==> src/bcge_pkg.sv <==
// ----------------------------------------------------------------------------
// bcge_pkg
// Shared constants, types and saturation helpers of the B-spline cost block.
// ----------------------------------------------------------------------------
`default_nettype none

package bcge_pkg;

	localparam int FRAC_BITS    = 16;
	localparam int SPLINE_ORDER = 3;
	localparam int NSLOT        = SPLINE_ORDER + 1;
	localparam int COORD_W      = 32;
	localparam int GRAD_W       = 48;
	localparam int COST_W       = 63;
	localparam int IDX_W        = 16;

	// micro-operation codes, one shared product each but U_END
	localparam logic [4:0] U_J1  = 5'd0;
	localparam logic [4:0] U_J2  = 5'd1;
	localparam logic [4:0] U_J3  = 5'd2;
	localparam logic [4:0] U_V1  = 5'd3;
	localparam logic [4:0] U_V2  = 5'd4;
	localparam logic [4:0] U_V3  = 5'd5;
	localparam logic [4:0] U_V4  = 5'd6;
	localparam logic [4:0] U_V5  = 5'd7;
	localparam logic [4:0] U_V6  = 5'd8;
	localparam logic [4:0] U_V7  = 5'd9;
	localparam logic [4:0] U_A1  = 5'd10;
	localparam logic [4:0] U_A2  = 5'd11;
	localparam logic [4:0] U_A3  = 5'd12;
	localparam logic [4:0] U_A4  = 5'd13;
	localparam logic [4:0] U_A5  = 5'd14;
	localparam logic [4:0] U_A6  = 5'd15;
	localparam logic [4:0] U_A7  = 5'd16;
	localparam logic [4:0] U_END = 5'd17;

	// register indexes
	localparam logic [2:0] R_ENABLE = 3'd0;
	localparam logic [2:0] R_WS     = 3'd1;
	localparam logic [2:0] R_WF     = 3'd2;
	localparam logic [2:0] R_INV2   = 3'd3;
	localparam logic [2:0] R_INV4   = 3'd4;
	localparam logic [2:0] R_VLIM   = 3'd5;
	localparam logic [2:0] R_ALIM   = 3'd6;

	typedef struct packed {
		logic [1:0]  en;
		logic [31:0] ws;
		logic [31:0] wf;
		logic [31:0] inv2;
		logic [31:0] inv4;
		logic [31:0] vlim;
		logic [31:0] alim;
	} cfg_t;

	typedef struct packed {
		logic             accept;
		logic             mul_start;
		logic             wb;
		logic [4:0]       uop;
		logic [1:0]       axis;
		logic [IDX_W-1:0] k;
		logic             emit;
		logic [1:0]       emit_m;
		logic             emit_final;
		logic             commit;
		logic             last;
	} dp_cmd_t;

	typedef struct packed {
		logic mul_done;
		logic d_pos;
	} dp_sts_t;

	// clamp to signed 64 bits
	function automatic logic [63:0] sat64(input logic signed [67:0] x);
		if (x > 68'sh0_7FFF_FFFF_FFFF_FFFF)
			return 64'h7FFF_FFFF_FFFF_FFFF;
		else if (x < 68'shF_8000_0000_0000_0000)
			return 64'h8000_0000_0000_0000;
		else
			return x[63:0];
	endfunction

	// clamp to signed 48 bits
	function automatic logic [GRAD_W-1:0] clamp48(input logic signed [67:0] x);
		if (x > 68'sh0_0000_7FFF_FFFF_FFFF)
			return 48'h7FFF_FFFF_FFFF;
		else if (x < 68'shF_FFFF_8000_0000_0000)
			return 48'h8000_0000_0000;
		else
			return x[GRAD_W-1:0];
	endfunction

endpackage

`default_nettype wire

==> src/bcge_ctrl.sv <==
// ----------------------------------------------------------------------------
// bcge_ctrl
// Sequencer: walks the product program per axis, skips disabled or inactive
// terms, then emits finished gradients and commits the point.
// ----------------------------------------------------------------------------
`default_nettype none

module bcge_ctrl
	import bcge_pkg::*;
(
	input  logic       clk,
	input  logic       arst_n,
	input  logic [1:0] en,
	input  logic       in_valid,
	input  logic       in_last,
	output logic       in_ready,
	output logic       out_valid,
	input  logic       out_ready,
	input  dp_sts_t    sts,
	output dp_cmd_t    cmd
);

	localparam logic [2:0] S_IDLE   = 3'd0;
	localparam logic [2:0] S_PICK   = 3'd1;
	localparam logic [2:0] S_MUL    = 3'd2;
	localparam logic [2:0] S_WAIT   = 3'd3;
	localparam logic [2:0] S_LOAD   = 3'd4;
	localparam logic [2:0] S_OUT    = 3'd5;
	localparam logic [2:0] S_COMMIT = 3'd6;

	logic [2:0]       state_q, state_d;
	logic [4:0]       uop_q, uop_d;
	logic [1:0]       axis_q, axis_d;
	logic [IDX_W-1:0] k_q, k_d;
	logic [1:0]       had_q, had_d;
	logic             last_q, last_d;
	logic [1:0]       m_q, m_d;
	logic             tail_q, tail_d;

	logic jen, ven, aen;
	logic is_j, is_v, is_a;

	// term gating by mask and history
	always_comb begin
		jen  = en[0] && (had_q == 2'd3);
		ven  = en[1] && (had_q != 2'd0);
		aen  = en[1] && (had_q[1] == 1'b1);
		is_j = (uop_q <= U_J3);
		is_v = (uop_q >= U_V1) && (uop_q <= U_V7);
		is_a = (uop_q >= U_A1) && (uop_q <= U_A7);
	end

	// next state and commands
	always_comb begin
		state_d = state_q;
		uop_d   = uop_q;
		axis_d  = axis_q;
		k_d     = k_q;
		had_d   = had_q;
		last_d  = last_q;
		m_d     = m_q;
		tail_d  = tail_q;

		cmd            = '0;
		cmd.uop        = uop_q;
		cmd.axis       = axis_q;
		cmd.k          = k_q;
		cmd.emit_m     = m_q;
		cmd.emit_final = tail_q && (m_q == 2'd0);
		cmd.last       = last_q;

		case (state_q)
			S_IDLE: begin
				if (in_valid) begin
					cmd.accept = 1'b1;
					last_d     = in_last;
					axis_d     = 2'd0;
					uop_d      = U_J1;
					state_d    = S_PICK;
				end
			end
			S_PICK: begin
				if (uop_q == U_END) begin
					if (axis_q == 2'd2) begin
						if (had_q == 2'd3) begin
							m_d     = 2'd3;
							tail_d  = 1'b0;
							state_d = S_LOAD;
						end else if (last_q) begin
							m_d     = had_q;
							tail_d  = 1'b1;
							state_d = S_LOAD;
						end else begin
							state_d = S_COMMIT;
						end
					end else begin
						axis_d = axis_q + 2'd1;
						uop_d  = U_J1;
					end
				end else if (is_j && !jen) begin
					uop_d = U_V1;
				end else if ((is_v && !ven) || (uop_q == U_V3 && !sts.d_pos)) begin
					uop_d = U_A1;
				end else if ((is_a && !aen) || (uop_q == U_A3 && !sts.d_pos)) begin
					uop_d = U_END;
				end else begin
					state_d = S_MUL;
				end
			end
			S_MUL: begin
				cmd.mul_start = 1'b1;
				state_d       = S_WAIT;
			end
			S_WAIT: begin
				if (sts.mul_done) begin
					cmd.wb  = 1'b1;
					uop_d   = uop_q + 5'd1;
					state_d = S_PICK;
				end
			end
			S_LOAD: begin
				cmd.emit = 1'b1;
				state_d  = S_OUT;
			end
			S_OUT: begin
				if (out_ready) begin
					if (!tail_q) begin
						if (last_q) begin
							tail_d  = 1'b1;
							m_d     = 2'd2;
							state_d = S_LOAD;
						end else begin
							state_d = S_COMMIT;
						end
					end else if (m_q == 2'd0) begin
						state_d = S_COMMIT;
					end else begin
						m_d     = m_q - 2'd1;
						state_d = S_LOAD;
					end
				end
			end
			S_COMMIT: begin
				cmd.commit = 1'b1;
				if (last_q) begin
					k_d   = '0;
					had_d = 2'd0;
				end else begin
					k_d   = k_q + 16'd1;
					had_d = (had_q == 2'd3) ? 2'd3 : had_q + 2'd1;
				end
				state_d = S_IDLE;
			end
			default: state_d = S_IDLE;
		endcase
	end

	// control registers
	always_ff @(posedge clk or negedge arst_n) begin
		if (!arst_n) begin
			state_q <= S_IDLE;
			uop_q   <= U_J1;
			axis_q  <= 2'd0;
			k_q     <= '0;
			had_q   <= 2'd0;
			last_q  <= 1'b0;
			m_q     <= 2'd0;
			tail_q  <= 1'b0;
		end else begin
			state_q <= state_d;
			uop_q   <= uop_d;
			axis_q  <= axis_d;
			k_q     <= k_d;
			had_q   <= had_d;
			last_q  <= last_d;
			m_q     <= m_d;
			tail_q  <= tail_d;
		end
	end

	assign in_ready  = (state_q == S_IDLE);
	assign out_valid = (state_q == S_OUT);

endmodule

`default_nettype wire

==> config.mk <==
export PLATFORM = sky130hd
export DESIGN_NAME = bcge_ctrl
export DESIGN_NICKNAME = d
export VERILOG_FILES = /design/src/bcge_pkg.sv /design/src/bcge_ctrl.sv
export SDC_FILE = /design/constraint.sdc
export NUM_CORES = 1
export LEC_CHECK = 0
export ABC_AREA = 1
export ABC_CLOCK_PERIOD_IN_PS = 2600
export BUFFER_PORTS_ARGS = -buffer_cell sky130_fd_sc_hd__buf_2
export CAP_MARGIN = 20
export CORE_ASPECT_RATIO = 0.8
export CORE_UTILIZATION = 40
export CTS_BUF_LIST = sky130_fd_sc_hd__clkbuf_8
export CTS_CLUSTER_SIZE = 28
export DETAILED_ROUTE_END_ITERATION = 6
export PLACE_DENSITY_LB_ADDON = 0.12
export SKIP_CTS_REPAIR_TIMING = 1
export SKIP_LAST_GASP = 1
export SYNTH_ARGS = -nofsm -noshare
export SYNTH_HDL_FRONTEND = slang
export SYNTH_SLANG_ARGS = --single-unit
==> constraint.sdc <==
create_clock -name clk -period 2.6 [get_ports clk]
set_clock_uncertainty 0.15 [all_clocks]
set_input_delay 0.26 -clock clk [delete_from_list [all_inputs] [get_ports clk]]
set_output_delay 0.26 -clock clk [all_outputs]
set_load 0.05 [all_outputs]
=== Yosys cells after proc, flatten, opt, wreduce, memory -nomap -nowiden ===
Cells that the tools add are included.

* Input port bits: 9
* Logic and storage cells: 125
* Output and inout bits: 34
* Register bits after elaboration: 32

* Muxes and demuxes: 52
* Equality and inequality tests: 26
* Magnitude comparators: 5
* Add/sub/neg operators: 5
* Reduce and logical (&&, ||, !) cells: 29

{| class="wikitable"
|+ Operators with widths
! kind !! number
|-
| $mux W5 || 7
|-
| $mux W2 || 16
|-
| $mux W3 || 9
|-
| $ne A3 B3 Y1 const B || 7
|-
| $pmux W3 S6 || 1
|-
| $add A16 B1 Y16 const B || 1
|-
| $mux W16 || 1
|-
| $pmux W5 S3 || 1
|-
| $mux W1 || 14
|-
| $reduce_and A7 Y1 || 2
|-
| $logic_and A1 B1 Y1 || 11
|-
| $ne A2 B2 Y1 const B || 5
|-
| $reduce_and A5 Y1 || 2
|-
| $eq A3 B3 Y1 const B || 3
|-
| $pmux W2 S2 || 2
|-
| $eq A3 B2 Y1 const B || 2
|-
| $reduce_bool A2 Y1 || 3
|-
| $add A5 B1 Y5 const B || 1
|-
| $eq A5 B3 Y1 const B || 1
|-
| $eq A5 B4 Y1 const B || 1
|-
| $eq A5 B5 Y1 const B || 1
|-
| $ge A5 B2 Y1 const B || 1
|-
| $ge A5 B4 Y1 const B || 1
|-
| $le A5 B2 Y1 const B || 1
|-
| 17 further kinds || 23
|}

=== Depth between registers and ports, before layout ===
* Depth after elaboration: 9
* Mapped depth: 13
* Depth with buffers taken out: 13

=== Worst setup path before layout ===
Ideal clock, no wire load.

* Path kind: register -> register
* Start: register state_q[0]
* End: register last_q
* Stages on the path, launching flop included: 7
* Path slack: -0.020 ns
* Clock period less this slack: 2.620 ns
* Buffers on the path: 0
* Arrival time: 2.306 ns
* Library setup time: 0.164 ns
* Data required time: 2.286 ns
* Cell sequence: dfrtp_1 -> inv_2 -> nand2_1 -> nor2_1 -> inv_1 -> nor2_1 -> o21ai_0

* Longest elaborated chain between the ends: 2

{| class="wikitable"
|+ Ends and longest elaborated chain
! element !! RTL line !! RTL
|-
| start, declared || bcge_ctrl.sv:31 || <nowiki>logic [2:0] state_q, state_d;</nowiki>
|-
| start signal, assigned || bcge_ctrl.sv:170 || <nowiki>state_q <= state_d;</nowiki>
|-
| $logic_not A3 Y1 || -- ||
|-
| net in_ready || bcge_ctrl.sv:16 || <nowiki>output logic in_ready,</nowiki>
|-
| $reduce_and A2 Y1 (no line) || -- ||
|-
| end signal, assigned || bcge_ctrl.sv:175 || <nowiki>last_q <= last_d;</nowiki>
|-
| end, declared || bcge_ctrl.sv:36 || <nowiki>logic last_q, last_d;</nowiki>
|}

The timed path passes the listed nets, and every way through them passes these cells.
A chain may end at the register's enable or synchronous reset.

==> flow_summary_export.csv <==
group,metric,value,unit
outcome,outcome,"completed",
sta,relSlewSlack,50.7,%
sta,rsz0062_at_grt,"no",
global_routing,grt_pass1_wl,8810,um
detailed_routing,via_per_inst,5.06,
power_and_ir_drop,irDropWorstVdd,0.000596,V
layout,multi_input_area,1130,um^2
hold_path,worstHoldPathType,"input port to register",
detailed_routing,first_iter_violations,129,
global_routing,first_global_vias,1828,
clock_network,htree_levels,2,
die,die_x,83.2,um
worst_setup_path,crit_type,"register to output port",
layout,fillCellCount,536,
sta,worst_pin_slew,0.740,ns
clock_network,path_clk_slew,0.07,ns
logic_synthesis,synth.most_common_cell,"nand2_1",
detailed_routing,wl,5220,um
logic_synthesis,synth_enable_flop_cells,0,
layout,final_layout_size_suffix_gt1_share,20.1,%
worst_setup_path,required,2.19,ns
layout,post-route-util,49.2,%
layout,seqCellArea,801,um^2
worst_setup_path,worst_setup_path_end_kind,"output port",
logic_synthesis,ys_types,36,
sta,finalSetupViolCount,0,
die,initial_core_util,41.9,%
run,drv_cap,0,
worst_setup_path,crit_arrival,1.72,ns
logic_synthesis,async_flop_share,100,%
logic_synthesis,yosysWarnings,0,
detailed_routing,drtPass1Iterations,6,
placed_design,dpl.hpwl,3890,um
die,row_count,23,
clock_network,clock-sinks,32,
sta,fin_tns_setup,0,ns
worst_setup_path,critPathMaxFanout,6,
sta,final.period_utilization,82.0,%
sta,finalWorstSetupSlack,0.468,ns
logic_synthesis,synth_area,2110,um^2
logic_synthesis,postSynthNetCount,309,
sta,drv_slew,0,
placed_design,gp_congestion,0.917,
logic_synthesis,synthTopCellsByArea,"dfrtp_1, nand2_1, inv_1",
detailed_routing,wire_per_inst,13.0,um
clock_network,cts_buffers,5,
placed_design,io_buffers,42,
logic_synthesis,synth_top_area_cell,"dfrtp_1",
logic_synthesis,ys.flop_type,"dfrtp_1",
die,io_pins,43,
die,core,5040,um^2
clock_network,cts_tree,"built",
layout,syn_to_final_growth,17.4,%
placed_design,placed_area,2370,um^2
worst_setup_path,start_kind,"register",
sta,fmax,469,MHz
logic_synthesis,syn_inst,293,
global_routing,grt_max_degree,33,
layout,fin_nets,355,
global_routing,antenna_found_initial,0,
sta,finalHoldViolCount,0,
detailed_routing,vias,2030,
power_and_ir_drop,powerDensity,928,nW/um^2
layout,antenna_cells,0,
logic_synthesis,syn_avg_cell_area,7.20,um^2
die,die_y,67.0,um
clock_network,cts-root-buf,"clkbuf_8",
layout,fin_area,2480,um^2
global_routing,grt_usage,20.1,%
placed_design,pre_cts_ws,0.607,ns
logic_synthesis,ys_ff_latch,32,
die,dieArea,5570,um^2
sta,post-route-min-period,2.13,ns
logic_synthesis,synth_top_area_share,37.9,%
detailed_routing,drc,0,
detailed_routing,ant_nets,0,
clock_network,cts_buffer_depth,2,
clock_network,clock_latency,0.28,ns
global_routing,overflow,0,
logic_synthesis,seq_area_frac_synth,37.9,%
logic_synthesis,ys_top_cells_by_count,"nand2_1, inv_1, dfrtp_1",
power_and_ir_drop,cellLeakagePower,1.34,nW
==> critical path, stage by stage (launching register included) <==
cell and delay (ns):
dfrtp_1 0.46, inv_2 0.13, nand2_1 0.11, nor2_2 0.26, inv_1 0.12, nor2_1 0.10, buf_2 0.26
==> power by group <==
| part | leakage, nW | total [mW] | internal, mW | switching (mW) |
|---|---|---|---|---|
| clock | 0.0503 | 0.417 | 0.236 | 0.181 |
| sequential | 0.435 | 0.678 | 0.575 | 0.103 |
| combinational | 0.855 | 1.20 | 0.332 | 0.872 |
| total | 1.34 | 2.30 | 1.14 | 1.16 |
==> state kept, by name, summed over array words and instances, names as in the netlist <==
register and count:
k_q 16, last_q 1, had_q 2, uop_q 5
tail_q 1, axis_q 2, m_q 2, state_q 3
==> per-stage QoR <==
stage          total power, mW  hold slack (ns)  std cells
5_1_grt                   2.49           0.0268        401
4_1_cts                   2.32          -0.0841        400
6_report                  2.30           0.0354        401
3_5_place_dp              1.88            0.222        393
2_1_floorplan             1.62           -0.186        293
3_3_place_gp              1.88            0.220        393
==> layer usage <==
metal | track usage (%) | share of wire (%)
met5 | 0 | 0
met4 | 5.82 | 0.71
met3 | 3.84 | 4.3
met2 | 29.3 | 42
met1 | 29.8 | 53
==> final timing paths <==
| kind | startpoint | end | slack [ns] | cells past startpoint |
|---|---|---|---|---|
| max | state_q[2]$_DFFE_PN0P_ | cmd[29] | 0.47 | 6 |
| min | in_last | last_q$_DFFE_PN0P_ | 0.04 | 3 |
| min reg2reg | axis_q[0]$_DFFE_PN0P_ | axis_q[0]$_DFFE_PN0P_ | 0.37 | 1 |
| min in group asynchronous | arst_n | uop_q[0]$_DFFE_PN0P_ | 0.43 | 2 |
| max reg2reg | state_q[0]$_DFFE_PN0P_ | k_q[10]$_DFFE_PN0P_ | 0.58 | 8 |
| max in group asynchronous | arst_n | k_q[11]$_DFFE_PN0P_ | 1.40 | 2 |
==> kinds of logic after synthesis <==
logic type      count (synthesis)  share of synthesized area [%]
buf+inv                        44                           8.48
compound gates                 41                           11.4
flops                          32                           37.9
simple gates                  167                           37.2
fa+ha+maj                       7                           4.15
xor+xnor                        2                          0.830
==> layout by cell type, fill, tap and decap left out, types with 2 or more instances in the layout <==
cell,instances
nand2_1,87
buf_2,42
inv_1,38
dfrtp_1,32
nor2_1,28
nand3_1,24
o21ai_0,19
a21oi_1,12
ha_1,7
clkbuf_8,7
nor3_1,5
nor2_2,4
nand4_1,4
nor2_4,3
inv_2,2
o211ai_1,2
nor3b_1,2
nor3_2,2
xor2_1,2
==> layout make-up <==
cell class,instances,share of cell area [%]
Clock buffer,7,3.89
Inverter,40,6.06
Multi-Input combinational cell,217,45.7
Sequential cell,32,32.3
Tap cell,62,3.13
Timing Repair Buffer,43,8.88
No activity file was read; power rests on OpenSTA's default activity.
